## src/sv/dcs_pkg.sv

```systemverilog
// Shared types, constants and helpers for the delimited column sum block.
// No dependencies; every other file depends on this package.
package dcs_pkg;

  localparam int SUM_WIDTH  = 32;
  localparam int FIELD_W    = 32;
  localparam int OUT_W      = 32;
  localparam int CFG_IDX_W  = 8;
  localparam int FIFO_DEPTH = 4;
  localparam int FIFO_PTR_W = $clog2(FIFO_DEPTH);
  localparam int FIFO_CNT_W = $clog2(FIFO_DEPTH + 1);

  // register indexes on the configuration port
  localparam logic [CFG_IDX_W-1:0] REG_TARGET = CFG_IDX_W'(0);
  localparam logic [CFG_IDX_W-1:0] REG_DELIM  = CFG_IDX_W'(1);

  localparam logic [7:0] TARGET_RESET = 8'd5;
  localparam logic [7:0] DELIM_RESET  = 8'd124;
  localparam logic [7:0] TARGET_MIN   = 8'd2;

  // character codes
  localparam logic [7:0] CH_NEWLINE = 8'h0a;
  localparam logic [7:0] CH_TAB     = 8'h09;
  localparam logic [7:0] CH_SPACE   = 8'h20;
  localparam logic [7:0] CH_PLUS    = 8'h2b;
  localparam logic [7:0] CH_MINUS   = 8'h2d;
  localparam logic [7:0] CH_ZERO    = 8'h30;
  localparam logic [7:0] CH_NINE    = 8'h39;

  // classified byte, as queued between front and back
  typedef struct packed {
    logic       last;
    logic       is_delim;
    logic       is_newline;
    logic       is_digit;
    logic       is_blank;
    logic       is_sign;
    logic       is_minus;
    logic [3:0] digit;
  } tok_t;

  // end-of-stream snapshot handed to the result stage
  typedef struct packed {
    logic [SUM_WIDTH-1:0] total;
    logic [FIELD_W-1:0]   field;
    logic                 neg;
    logic                 incl;
    logic                 err;
  } res_t;

  // field value with its sign applied, sign-extended or cut to the sum width
  function automatic logic [SUM_WIDTH-1:0] signed_field(logic [FIELD_W-1:0] field,
                                                        logic neg);
    logic [FIELD_W-1:0] v;
    logic [63:0]        ext;
    v   = neg ? (FIELD_W'(0) - field) : field;
    ext = {{(64-FIELD_W){v[FIELD_W-1]}}, v};
    return ext[SUM_WIDTH-1:0];
  endfunction

  // low output bits of the sum, zero-filled when the sum is narrower
  function automatic logic [OUT_W-1:0] to_out(logic [SUM_WIDTH-1:0] total);
    logic [63:0] z;
    z = 64'(total);
    return z[OUT_W-1:0];
  endfunction

endpackage

```

## src/sv/dcs_ifs.sv

```systemverilog
// Channel interfaces: byte input, result output and configuration write.
// Depends on dcs_pkg for widths.
interface dcs_byte_if;
  logic       valid;
  logic       ready;
  logic [7:0] data_byte;
  logic       stream_end;
  modport source (output valid, output data_byte, output stream_end, input ready);
  modport sink   (input valid, input data_byte, input stream_end, output ready);
endinterface

interface dcs_sum_if;
  logic                                valid;
  logic                                ready;
  logic signed [dcs_pkg::OUT_W-1:0]    column_total;
  logic                                malformed;
  modport source (output valid, output column_total, output malformed, input ready);
  modport sink   (input valid, input column_total, input malformed, output ready);
endinterface

interface dcs_cfg_if;
  logic                            valid;
  logic                            ready;
  logic [dcs_pkg::CFG_IDX_W-1:0]   index;
  logic [7:0]                      data;
  modport source (output valid, output index, output data, input ready);
  modport sink   (input valid, input index, input data, output ready);
endinterface

```

## src/sv/dcs_front.sv

```systemverilog
// Front end: configuration registers and byte classification into tokens.
// Depends on dcs_pkg and dcs_ifs.
module dcs_front (
  input  logic          clk,
  input  logic          rst_n,
  dcs_byte_if.sink      in_ch,
  dcs_cfg_if.sink       cfg_ch,
  output logic [7:0]    target_column,
  output logic          push_valid,
  output dcs_pkg::tok_t push_tok,
  input  logic          push_ready
);
  import dcs_pkg::*;

  logic [7:0] target_r;
  logic [7:0] delim_r;
  logic [7:0] b;

  assign cfg_ch.ready = 1'b1;

  always_ff @(posedge clk) begin
    if (!rst_n) begin
      target_r <= TARGET_RESET;
      delim_r  <= DELIM_RESET;
    end else if (cfg_ch.valid) begin
      if (cfg_ch.index == REG_TARGET) target_r <= cfg_ch.data;
      if (cfg_ch.index == REG_DELIM)  delim_r  <= cfg_ch.data;
    end
  end

  assign target_column = target_r;
  assign b             = in_ch.data_byte;
  assign push_valid    = in_ch.valid;
  assign in_ch.ready   = push_ready;

  always_comb begin
    push_tok            = '0;
    push_tok.last       = in_ch.stream_end;
    push_tok.is_delim   = (b == delim_r);
    push_tok.is_newline = (b == CH_NEWLINE);
    push_tok.is_digit   = b inside {[CH_ZERO:CH_NINE]};
    push_tok.is_blank   = (b == CH_SPACE) || (b == CH_TAB);
    push_tok.is_sign    = (b == CH_PLUS) || (b == CH_MINUS);
    push_tok.is_minus   = (b == CH_MINUS);
    push_tok.digit      = b[3:0];
  end

endmodule

```

## src/sv/dcs_fifo.sv

```systemverilog
// Short token queue between the front end and the parser.
// Depends on dcs_pkg.
module dcs_fifo (
  input  logic          clk,
  input  logic          rst_n,
  input  logic          push_valid,
  input  dcs_pkg::tok_t push_tok,
  output logic          push_ready,
  output logic          pop_valid,
  output dcs_pkg::tok_t pop_tok,
  input  logic          pop_ready
);
  import dcs_pkg::*;

  tok_t                  mem_r [FIFO_DEPTH];
  logic [FIFO_PTR_W-1:0] wr_ptr_r, rd_ptr_r;
  logic [FIFO_CNT_W-1:0] cnt_r;
  logic                  do_push, do_pop;

  assign push_ready = (cnt_r != FIFO_CNT_W'(FIFO_DEPTH));
  assign pop_valid  = (cnt_r != '0);
  assign pop_tok    = mem_r[rd_ptr_r];
  assign do_push    = push_valid && push_ready;
  assign do_pop     = pop_valid && pop_ready;

  always_ff @(posedge clk) begin
    if (do_push) mem_r[wr_ptr_r] <= push_tok;
  end

  always_ff @(posedge clk) begin
    if (!rst_n) begin
      wr_ptr_r <= '0;
      rd_ptr_r <= '0;
      cnt_r    <= '0;
    end else begin
      if (do_push) wr_ptr_r <= (wr_ptr_r == FIFO_PTR_W'(FIFO_DEPTH - 1)) ? '0 : wr_ptr_r + 1'b1;
      if (do_pop)  rd_ptr_r <= (rd_ptr_r == FIFO_PTR_W'(FIFO_DEPTH - 1)) ? '0 : rd_ptr_r + 1'b1;
      if (do_push && !do_pop)      cnt_r <= cnt_r + 1'b1;
      else if (!do_push && do_pop) cnt_r <= cnt_r - 1'b1;
    end
  end

endmodule

```

## src/sv/dcs_back.sv

```systemverilog
// Parser: column counting, atoi-style field parse and running total.
// Depends on dcs_pkg; fed by dcs_fifo, feeds dcs_result.
module dcs_back (
  input  logic          clk,
  input  logic          rst_n,
  input  logic [7:0]    target_column,
  input  logic          tok_valid,
  input  dcs_pkg::tok_t tok,
  output logic          tok_ready,
  output logic          res_valid,
  output dcs_pkg::res_t res,
  input  logic          res_ready
);
  import dcs_pkg::*;

  localparam logic [1:0] PH_COUNT  = 2'd0;
  localparam logic [1:0] PH_LEAD   = 2'd1;
  localparam logic [1:0] PH_DIGITS = 2'd2;
  localparam logic [1:0] PH_SKIP   = 2'd3;

  logic [1:0]           phase_r, phase_nxt;
  logic [7:0]           col_r, col_nxt, col_inc, target;
  logic                 neg_r, neg_nxt;
  logic [FIELD_W-1:0]   field_r, field_nxt, field_x10;
  logic [SUM_WIDTH-1:0] total_r, total_nxt;
  logic                 err_r, err_nxt;
  logic                 take;

  // a last beat waits until the result stage has room
  assign tok_ready = !tok.last || res_ready;
  assign take      = tok_valid && tok_ready;

  assign target    = (target_column < TARGET_MIN) ? TARGET_MIN : target_column;
  assign col_inc   = col_r + 8'd1;
  assign field_x10 = {field_r[FIELD_W-4:0], 3'b000} + {field_r[FIELD_W-2:0], 1'b0};

  always_comb begin
    phase_nxt = phase_r;
    col_nxt   = col_r;
    neg_nxt   = neg_r;
    field_nxt = field_r;
    total_nxt = total_r;
    err_nxt   = err_r;
    case (phase_r)
      PH_COUNT: begin
        if (tok.is_delim) begin
          col_nxt = col_inc;
          if (col_inc >= target) begin
            phase_nxt = PH_LEAD;
            field_nxt = '0;
            neg_nxt   = 1'b0;
          end
        end else if (tok.is_newline) begin
          err_nxt = 1'b1;
          col_nxt = 8'd1;
        end
      end
      PH_LEAD, PH_DIGITS: begin
        if (tok.is_digit) begin
          field_nxt = field_x10 + FIELD_W'(tok.digit);
          phase_nxt = PH_DIGITS;
        end else if (phase_r == PH_LEAD && tok.is_blank) begin
          phase_nxt = PH_LEAD;
        end else if (phase_r == PH_LEAD && tok.is_sign) begin
          neg_nxt   = tok.is_minus;
          phase_nxt = PH_DIGITS;
        end else begin
          total_nxt = total_r + signed_field(field_r, neg_r);
          field_nxt = '0;
          neg_nxt   = 1'b0;
          col_nxt   = 8'd1;
          phase_nxt = tok.is_newline ? PH_COUNT : PH_SKIP;
        end
      end
      default: begin
        if (tok.is_newline) begin
          phase_nxt = PH_COUNT;
          col_nxt   = 8'd1;
        end
      end
    endcase
  end

  // snapshot after this beat; the open field is added in the result stage
  always_comb begin
    res.total = total_nxt;
    res.field = field_nxt;
    res.neg   = neg_nxt;
    res.incl  = (phase_nxt == PH_LEAD) || (phase_nxt == PH_DIGITS);
    res.err   = err_nxt;
  end
  assign res_valid = take && tok.last;

  always_ff @(posedge clk) begin
    if (!rst_n || (take && tok.last)) begin
      phase_r <= PH_COUNT;
      col_r   <= 8'd1;
      neg_r   <= 1'b0;
      field_r <= '0;
      total_r <= '0;
      err_r   <= 1'b0;
    end else if (take) begin
      phase_r <= phase_nxt;
      col_r   <= col_nxt;
      neg_r   <= neg_nxt;
      field_r <= field_nxt;
      total_r <= total_nxt;
      err_r   <= err_nxt;
    end
  end

endmodule

```

## src/sv/dcs_result.sv

```systemverilog
// Result stage: holds the end-of-stream snapshot, adds the open field,
// drives the output register. Depends on dcs_pkg and dcs_ifs.
module dcs_result (
  input  logic          clk,
  input  logic          rst_n,
  input  logic          res_valid,
  input  dcs_pkg::res_t res,
  output logic          res_ready,
  dcs_sum_if.source     out_ch
);
  import dcs_pkg::*;

  logic                 fin_valid_r;
  res_t                 fin_r;
  logic                 out_valid_r;
  logic [OUT_W-1:0]     out_total_r;
  logic                 out_err_r;
  logic                 out_ld;
  logic [SUM_WIDTH-1:0] sum;

  assign out_ld    = fin_valid_r && (!out_valid_r || out_ch.ready);
  assign res_ready = !fin_valid_r || out_ld;
  assign sum       = fin_r.total + (fin_r.incl ? signed_field(fin_r.field, fin_r.neg)
                                               : SUM_WIDTH'(0));

  always_ff @(posedge clk) begin
    if (!rst_n) begin
      fin_valid_r <= 1'b0;
      out_valid_r <= 1'b0;
    end else begin
      if (res_valid)   fin_valid_r <= 1'b1;
      else if (out_ld) fin_valid_r <= 1'b0;
      if (out_ld)                    out_valid_r <= 1'b1;
      else if (out_ch.ready)         out_valid_r <= 1'b0;
    end
  end

  always_ff @(posedge clk) begin
    if (res_valid && res_ready) fin_r <= res;
    if (out_ld) begin
      out_total_r <= to_out(sum);
      out_err_r   <= fin_r.err;
    end
  end

  assign out_ch.valid        = out_valid_r;
  assign out_ch.column_total = signed'(out_total_r);
  assign out_ch.malformed    = out_err_r;

endmodule

```

## src/sv/delimited_column_sum.sv

```systemverilog
// Top level of the delimited column sum block: front end, token queue,
// parser and result stage. Depends on dcs_pkg, dcs_ifs and the dcs_* modules.
//
//   channel  dir  payload                      beat when
//   in_ch    in   data_byte[7:0], stream_end   valid && ready
//   out_ch   out  column_total[31:0], malformed valid && ready
//   cfg_ch   in   index[7:0], data[7:0]        valid && ready (ready is always 1)
//
// One byte per cycle sustained unless out_ch stalls; the parser takes a token
// per cycle from a four-entry queue (a last token waits for room in the result
// stage), so in_ch.ready drops only when the queue fills. A result passes the
// queue, the snapshot register and the output register to reach out_ch. Reset
// clears control state; there is no clearing pass. A stalled out_ch holds one
// result plus one in the result stage; a further last byte waits in the queue.
module delimited_column_sum (
  input  logic      clk,
  input  logic      rst_n,
  dcs_byte_if.sink  in_ch,
  dcs_sum_if.source out_ch,
  dcs_cfg_if.sink   cfg_ch
);
  import dcs_pkg::*;

  logic       push_valid, push_ready;
  tok_t       push_tok;
  logic       pop_valid, pop_ready;
  tok_t       pop_tok;
  logic [7:0] target_column;
  logic       res_valid, res_ready;
  res_t       res;

  dcs_front u_front (
    .clk           (clk),
    .rst_n         (rst_n),
    .in_ch         (in_ch),
    .cfg_ch        (cfg_ch),
    .target_column (target_column),
    .push_valid    (push_valid),
    .push_tok      (push_tok),
    .push_ready    (push_ready)
  );

  dcs_fifo u_fifo (
    .clk        (clk),
    .rst_n      (rst_n),
    .push_valid (push_valid),
    .push_tok   (push_tok),
    .push_ready (push_ready),
    .pop_valid  (pop_valid),
    .pop_tok    (pop_tok),
    .pop_ready  (pop_ready)
  );

  dcs_back u_back (
    .clk           (clk),
    .rst_n         (rst_n),
    .target_column (target_column),
    .tok_valid     (pop_valid),
    .tok           (pop_tok),
    .tok_ready     (pop_ready),
    .res_valid     (res_valid),
    .res           (res),
    .res_ready     (res_ready)
  );

  dcs_result u_result (
    .clk       (clk),
    .rst_n     (rst_n),
    .res_valid (res_valid),
    .res       (res),
    .res_ready (res_ready),
    .out_ch    (out_ch)
  );

endmodule

```

## src/flat_wrapper.sv

```systemverilog
// flat-port wrapper written by rule: the top's interface ports become plain ports
module delimited_column_sum_flat import dcs_pkg::*;
  (clk, rst_n, in_ch_valid, in_ch_data_byte, in_ch_stream_end, in_ch_ready, out_ch_valid, out_ch_column_total, out_ch_malformed, out_ch_ready, cfg_ch_valid, cfg_ch_index, cfg_ch_data, cfg_ch_ready);
  dcs_byte_if in_ch_i ();
  dcs_sum_if out_ch_i ();
  dcs_cfg_if cfg_ch_i ();
  input  logic clk;
  input  logic rst_n;
  input wire logic [$bits(in_ch_i.valid)-1:0] in_ch_valid;
  input wire logic [$bits(in_ch_i.data_byte)-1:0] in_ch_data_byte;
  input wire logic [$bits(in_ch_i.stream_end)-1:0] in_ch_stream_end;
  output wire logic [$bits(in_ch_i.ready)-1:0] in_ch_ready;
  output wire logic [$bits(out_ch_i.valid)-1:0] out_ch_valid;
  output wire logic [$bits(out_ch_i.column_total)-1:0] out_ch_column_total;
  output wire logic [$bits(out_ch_i.malformed)-1:0] out_ch_malformed;
  input wire logic [$bits(out_ch_i.ready)-1:0] out_ch_ready;
  input wire logic [$bits(cfg_ch_i.valid)-1:0] cfg_ch_valid;
  input wire logic [$bits(cfg_ch_i.index)-1:0] cfg_ch_index;
  input wire logic [$bits(cfg_ch_i.data)-1:0] cfg_ch_data;
  output wire logic [$bits(cfg_ch_i.ready)-1:0] cfg_ch_ready;
  assign in_ch_i.valid = in_ch_valid;
  assign in_ch_i.data_byte = in_ch_data_byte;
  assign in_ch_i.stream_end = in_ch_stream_end;
  assign in_ch_ready = in_ch_i.ready;
  assign out_ch_valid = out_ch_i.valid;
  assign out_ch_column_total = out_ch_i.column_total;
  assign out_ch_malformed = out_ch_i.malformed;
  assign out_ch_i.ready = out_ch_ready;
  assign cfg_ch_i.valid = cfg_ch_valid;
  assign cfg_ch_i.index = cfg_ch_index;
  assign cfg_ch_i.data = cfg_ch_data;
  assign cfg_ch_ready = cfg_ch_i.ready;
  delimited_column_sum u_core (.clk(clk), .rst_n(rst_n), .in_ch(in_ch_i), .out_ch(out_ch_i), .cfg_ch(cfg_ch_i));
endmodule
```

## config.mk

```make
export PLATFORM = sky130hd
export DESIGN_NAME = delimited_column_sum_flat
export DESIGN_NICKNAME = d
export VERILOG_FILES = /design/src/sv/dcs_pkg.sv /design/src/sv/dcs_ifs.sv /design/src/sv/dcs_front.sv /design/src/sv/dcs_fifo.sv /design/src/sv/dcs_back.sv /design/src/sv/dcs_result.sv /design/src/sv/delimited_column_sum.sv /design/src/flat_wrapper.sv
export SDC_FILE = /design/constraint.sdc
export NUM_CORES = 1
export LEC_CHECK = 0
export BUFFER_PORTS_ARGS = -buffer_cell sky130_fd_sc_hd__clkbuf_2
export CORE_MARGIN = 10
export CORE_UTILIZATION = 40
export DETAILED_ROUTE_END_ITERATION = 6
export PLACE_DENSITY = 0.59
export SLEW_MARGIN = 20
export SYNTH_ARGS = -nofsm -noshare
export SYNTH_HDL_FRONTEND = slang
export SYNTH_SLANG_ARGS = --single-unit
```

## constraint.sdc

```tcl
create_clock -name clk -period 5.2 [get_ports clk]
set_input_delay 0.52 -clock clk [delete_from_list [all_inputs] [get_ports clk]]
set_output_delay 0.52 -clock clk [all_outputs]
set_load 0.005 [all_outputs]
```

==> flow_metrics.env <==
export IMPL_status="finished clean"
export IMPL_initial_core_util_pct=40.7
export IMPL_pre_cts_ws_ps=438
export IMPL_ios=66
export IMPL_critPathCaptureType="flop"
export IMPL_p_int_mw=5.85
export IMPL_synth_cell_types=83
export IMPL_drt_iter0_drc=696
export IMPL_post_dp_cell_area_um2=17200
export IMPL_maxSlewViolCount=0
export IMPL_cts_resized_gates=0
export IMPL_whs_endpoint="u_core.u_fifo.mem_r[0][10]"
export IMPL_synth_top_cell_area_share_pct=26.5
export IMPL_worst_slew_pin_transition_ps=1020
export IMPL_drc=0
export IMPL_clock_fmax_ghz=0.208
export IMPL_final_core_util_pct=45.6
export IMPL_r2r_cells=15
export IMPL_multi_input_area_um2=9540
export IMPL_wl_um=39300
export IMPL_drt_pass1_iterations=5
export IMPL_rsz0062_at_grt="no"
export IMPL_yosysTopAreaCell="edfxtp_1"
export IMPL_powerDensity_nw_per_um2=517
export IMPL_portBuffers=64
export IMPL_placementRows=73
export IMPL_n_fill_cell=3845
export IMPL_post_cts_setup_buffers=0
export IMPL_async_flop_share_pct=0
export IMPL_hold_path_class="in2reg"
export IMPL_die_area_um2=49300
export IMPL_final_antenna_net_count=0
export IMPL_post_place_cells=2245
export IMPL_layout_nets=1933
export IMPL_drive_above_1_share_pct=10.8
export IMPL_wl_per_cell_um=17.1
export IMPL_path_max_fanout=7
export IMPL_synth_seq_area_share_pct=39.1
export IMPL_peakVddDrop_v=0.000380
export IMPL_finalCritPeriodShare_pct=92.5
export IMPL_power_frac_clock_pct=24.3
export IMPL_root_buffer="clkbuf_16"
export IMPL_cts_inserted_buffers=30
export IMPL_cts_path_max_buffers=3
export IMPL_dr_total_vias=12600
export IMPL_synth_warning_count=0
export IMPL_syn_nets=1883
export IMPL_grt_total_usage_pct=15.4
export IMPL_cts_tree="built"
export IMPL_slew_limit_headroom_pct=31.9
export IMPL_crit_type="reg2reg"
export IMPL_placeableCoreArea_um2=40100
export IMPL_insertion_delay_ps=570
export IMPL_post_drt_via_cell_ratio=5.48
export IMPL_globalplace_congestion=0.881
export IMPL_hold_buffers=0
export IMPL_yosysMostFrequentCell="nand2_1"
export IMPL_p_leak_nw=7.46
export IMPL_hold_ws_ps=169
export IMPL_stdcell_area_um2=18300
export IMPL_grt_pass1_vias=12400
export IMPL_hold_viol=0
export IMPL_synth_cells=1703
export IMPL_ys_ff_latch=247
export IMPL_syn2layout_area_growth_pct=12.0
export IMPL_p_comb_share_pct=42.3
export IMPL_crit_family="compound AO/OA/AOI/OAI gates"
export IMPL_p_seq_share_pct=33.4
export IMPL_diodes=0
export IMPL_grt_max_degree=62
export IMPL_synth_avg_cell_area_um2=9.59
export IMPL_overflow=0
export IMPL_setup_ws_ps=390
export IMPL_min_from="in_ch_stream_end"
export IMPL_regArea_um2=6390
export IMPL_synth_ff_type="edfxtp_1"
export IMPL_slowest_delay_ps=570
export IMPL_die_h_um=222
export IMPL_finalPower_mw=9.45
export IMPL_clock_sinks=247
export IMPL_p_sw_mw=3.60
export IMPL_r2r_end="u_core.u_result.out_ch.column_total[28]"
export IMPL_syn_area_um2=16300
export IMPL_slowest_stage="or4_1"
export IMPL_hpwl_um=29000
export IMPL_crit_chain="or4_1, or4_1, o31ai_1, xnor2_1, and2_1, ha_1, nand4_1, a211oi_1, o41ai_1, a211oi_1, o21bai_1, a21oi_1, nand3_1, a32oi_1, xor2_1"
export IMPL_r2r_slack_ps=390
export IMPL_p_sw_share_pct=38.1
export IMPL_worst_path_buf_inv=0
export IMPL_path_clk_slew_ps=60
export IMPL_fp_dieW_um=222
export IMPL_setup_tns_ps=0
export IMPL_stdcell_count=2302
export IMPL_synth_edf_count=144
export IMPL_cp_arrival_ps=5100
export IMPL_synth_top_cells_by_count="nand2_1, ha_1, edfxtp_1"
export IMPL_cp_required_ps=5490
export IMPL_holdPathStages=1
export IMPL_fin_skew_ps=22.6
export IMPL_start_kind="flop"
export IMPL_r2r_start="u_core.u_result.fin_r[4]"
export IMPL_setup_violations=0
export IMPL_grt_pass1_wl_um=64100
export IMPL_finalCriticalPeriod_ps=4810
export IMPL_h_tree_depth=1
export IMPL_antenna_found_initial=0
export IMPL_maxCapViolCount=0
export IMPL_synth_area_top_cells="edfxtp_1, dfxtp_1, ha_1"
[cell families (layout without fill, tap and decap cells)]
group | Yosys count | after routing | synth area share, %
AO/OA/AOI/OAI | 461 | 461 | 18.5
XOR/XNOR | 156 | 156 | 8.36
adder cells (fa/ha/maj) | 150 | 150 | 11.7
buffers and inverters | 107 | 181 | 2.69
flip-flops | 247 | 247 | 39.1
multiplexers | 43 | 43 | 3.51
other | 1 | 1 | 0.0230
AND/OR/NAND/NOR | 538 | 538 | 16.1
[worst register-to-register path, delay by kind of cell, from the launching register on]
| kind | cells | cell delay [ps] |
|---|---|---|
| compound gates | 7 | 1930 |
| simple gates | 5 | 1650 |
| flops | 1 | 400 |
| fa+ha+maj | 1 | 380 |
| xor+xnor | 2 | 180 |
[sequential cells by signal, summed over array words and instances (netlist names), named ones only]
register	count
u_core.u_fifo.wr_ptr_r	2
u_core.u_front.delim_r	8
u_core.u_back.neg_r	1
u_core.u_result.fin_r	67
u_core.u_back.err_r	1
u_core.u_back.total_r	32
u_core.u_back.phase_r	2
u_core.u_front.target_column	8
u_core.u_fifo.rd_ptr_r	2
u_core.u_result.out_ch.valid	1
u_core.u_back.field_r	32
u_core.u_result.out_ch.malformed	1
u_core.u_fifo.cnt_r	3
u_core.u_back.col_r	8
u_core.u_fifo.mem_r	44
u_core.u_result.out_ch.column_total	32
u_core.u_result.fin_valid_r	1
[metal layers]
layer	part of all wire [%]	global-route usage, %	up-vias
met5	0	0	-
met4	1.9	3.46	0
met3	4.3	2.68	57
met2	46	25.6	235
met1	48	20.4	5960
li1	-	-	6363
[placed cells by master, fill, tap and decap left out, drive strengths merged, types with 41 or more instances in the layout]
cell	instances
nand2	184
ha	145
edfxtp	144
nor2	122
xnor2	121
o21ai	117
a21oi	112
dfxtp	103
clkbuf	99
inv	49
a21o	44
and2	41
[power groups by stage]
| stage | clock network [mW] | registers [mW] | logic, mW |
|---|---|---|---|
| 2_1_floorplan | 0 | 3.07 | 3.04 |
| 3_3_place_gp | 0 | 3.19 | 3.93 |
| 3_5_place_dp | 0 | 3.20 | 4.00 |
| 4_1_cts | 2.36 | 3.16 | 4.02 |
| 5_1_grt | 2.43 | 3.22 | 4.50 |
| 6_report | 2.30 | 3.16 | 4.00 |
[how the worst max path moves through the flow]
stage / from / to / slack (ps) / cells after the start
finish: u_core.u_result.fin_r[4] / u_core.u_result.out_ch.column_total[28] / 390 / 15
global route: u_core.u_result.fin_r[4] / u_core.u_result.out_ch.column_total[28] / 80 / 15
CTS: u_core.u_result.fin_r[4] / u_core.u_result.out_ch.column_total[28] / 420 / 15
detailed placement: u_core.u_result.fin_r[4] / u_core.u_result.out_ch.column_total[28] / 440 / 15
global placement: u_core.u_result.fin_r[3] / u_core.u_result.out_ch.column_total[28] / 540 / 15
floorplan: u_core.u_result.fin_r[3] / u_core.u_result.out_ch.column_total[31] / 980 / 16
[layout make-up]
type | count | area share [%]
clock buffers | 35 | 4.38
clock inverters | 21 | 1.61
inverters | 48 | 0.985
multi-input cells | 1349 | 52.2
flip-flops and latches | 247 | 34.9
well taps | 525 | 3.59
repair buffers | 77 | 2.35
No activity file was read; power rests on OpenSTA's default activity.
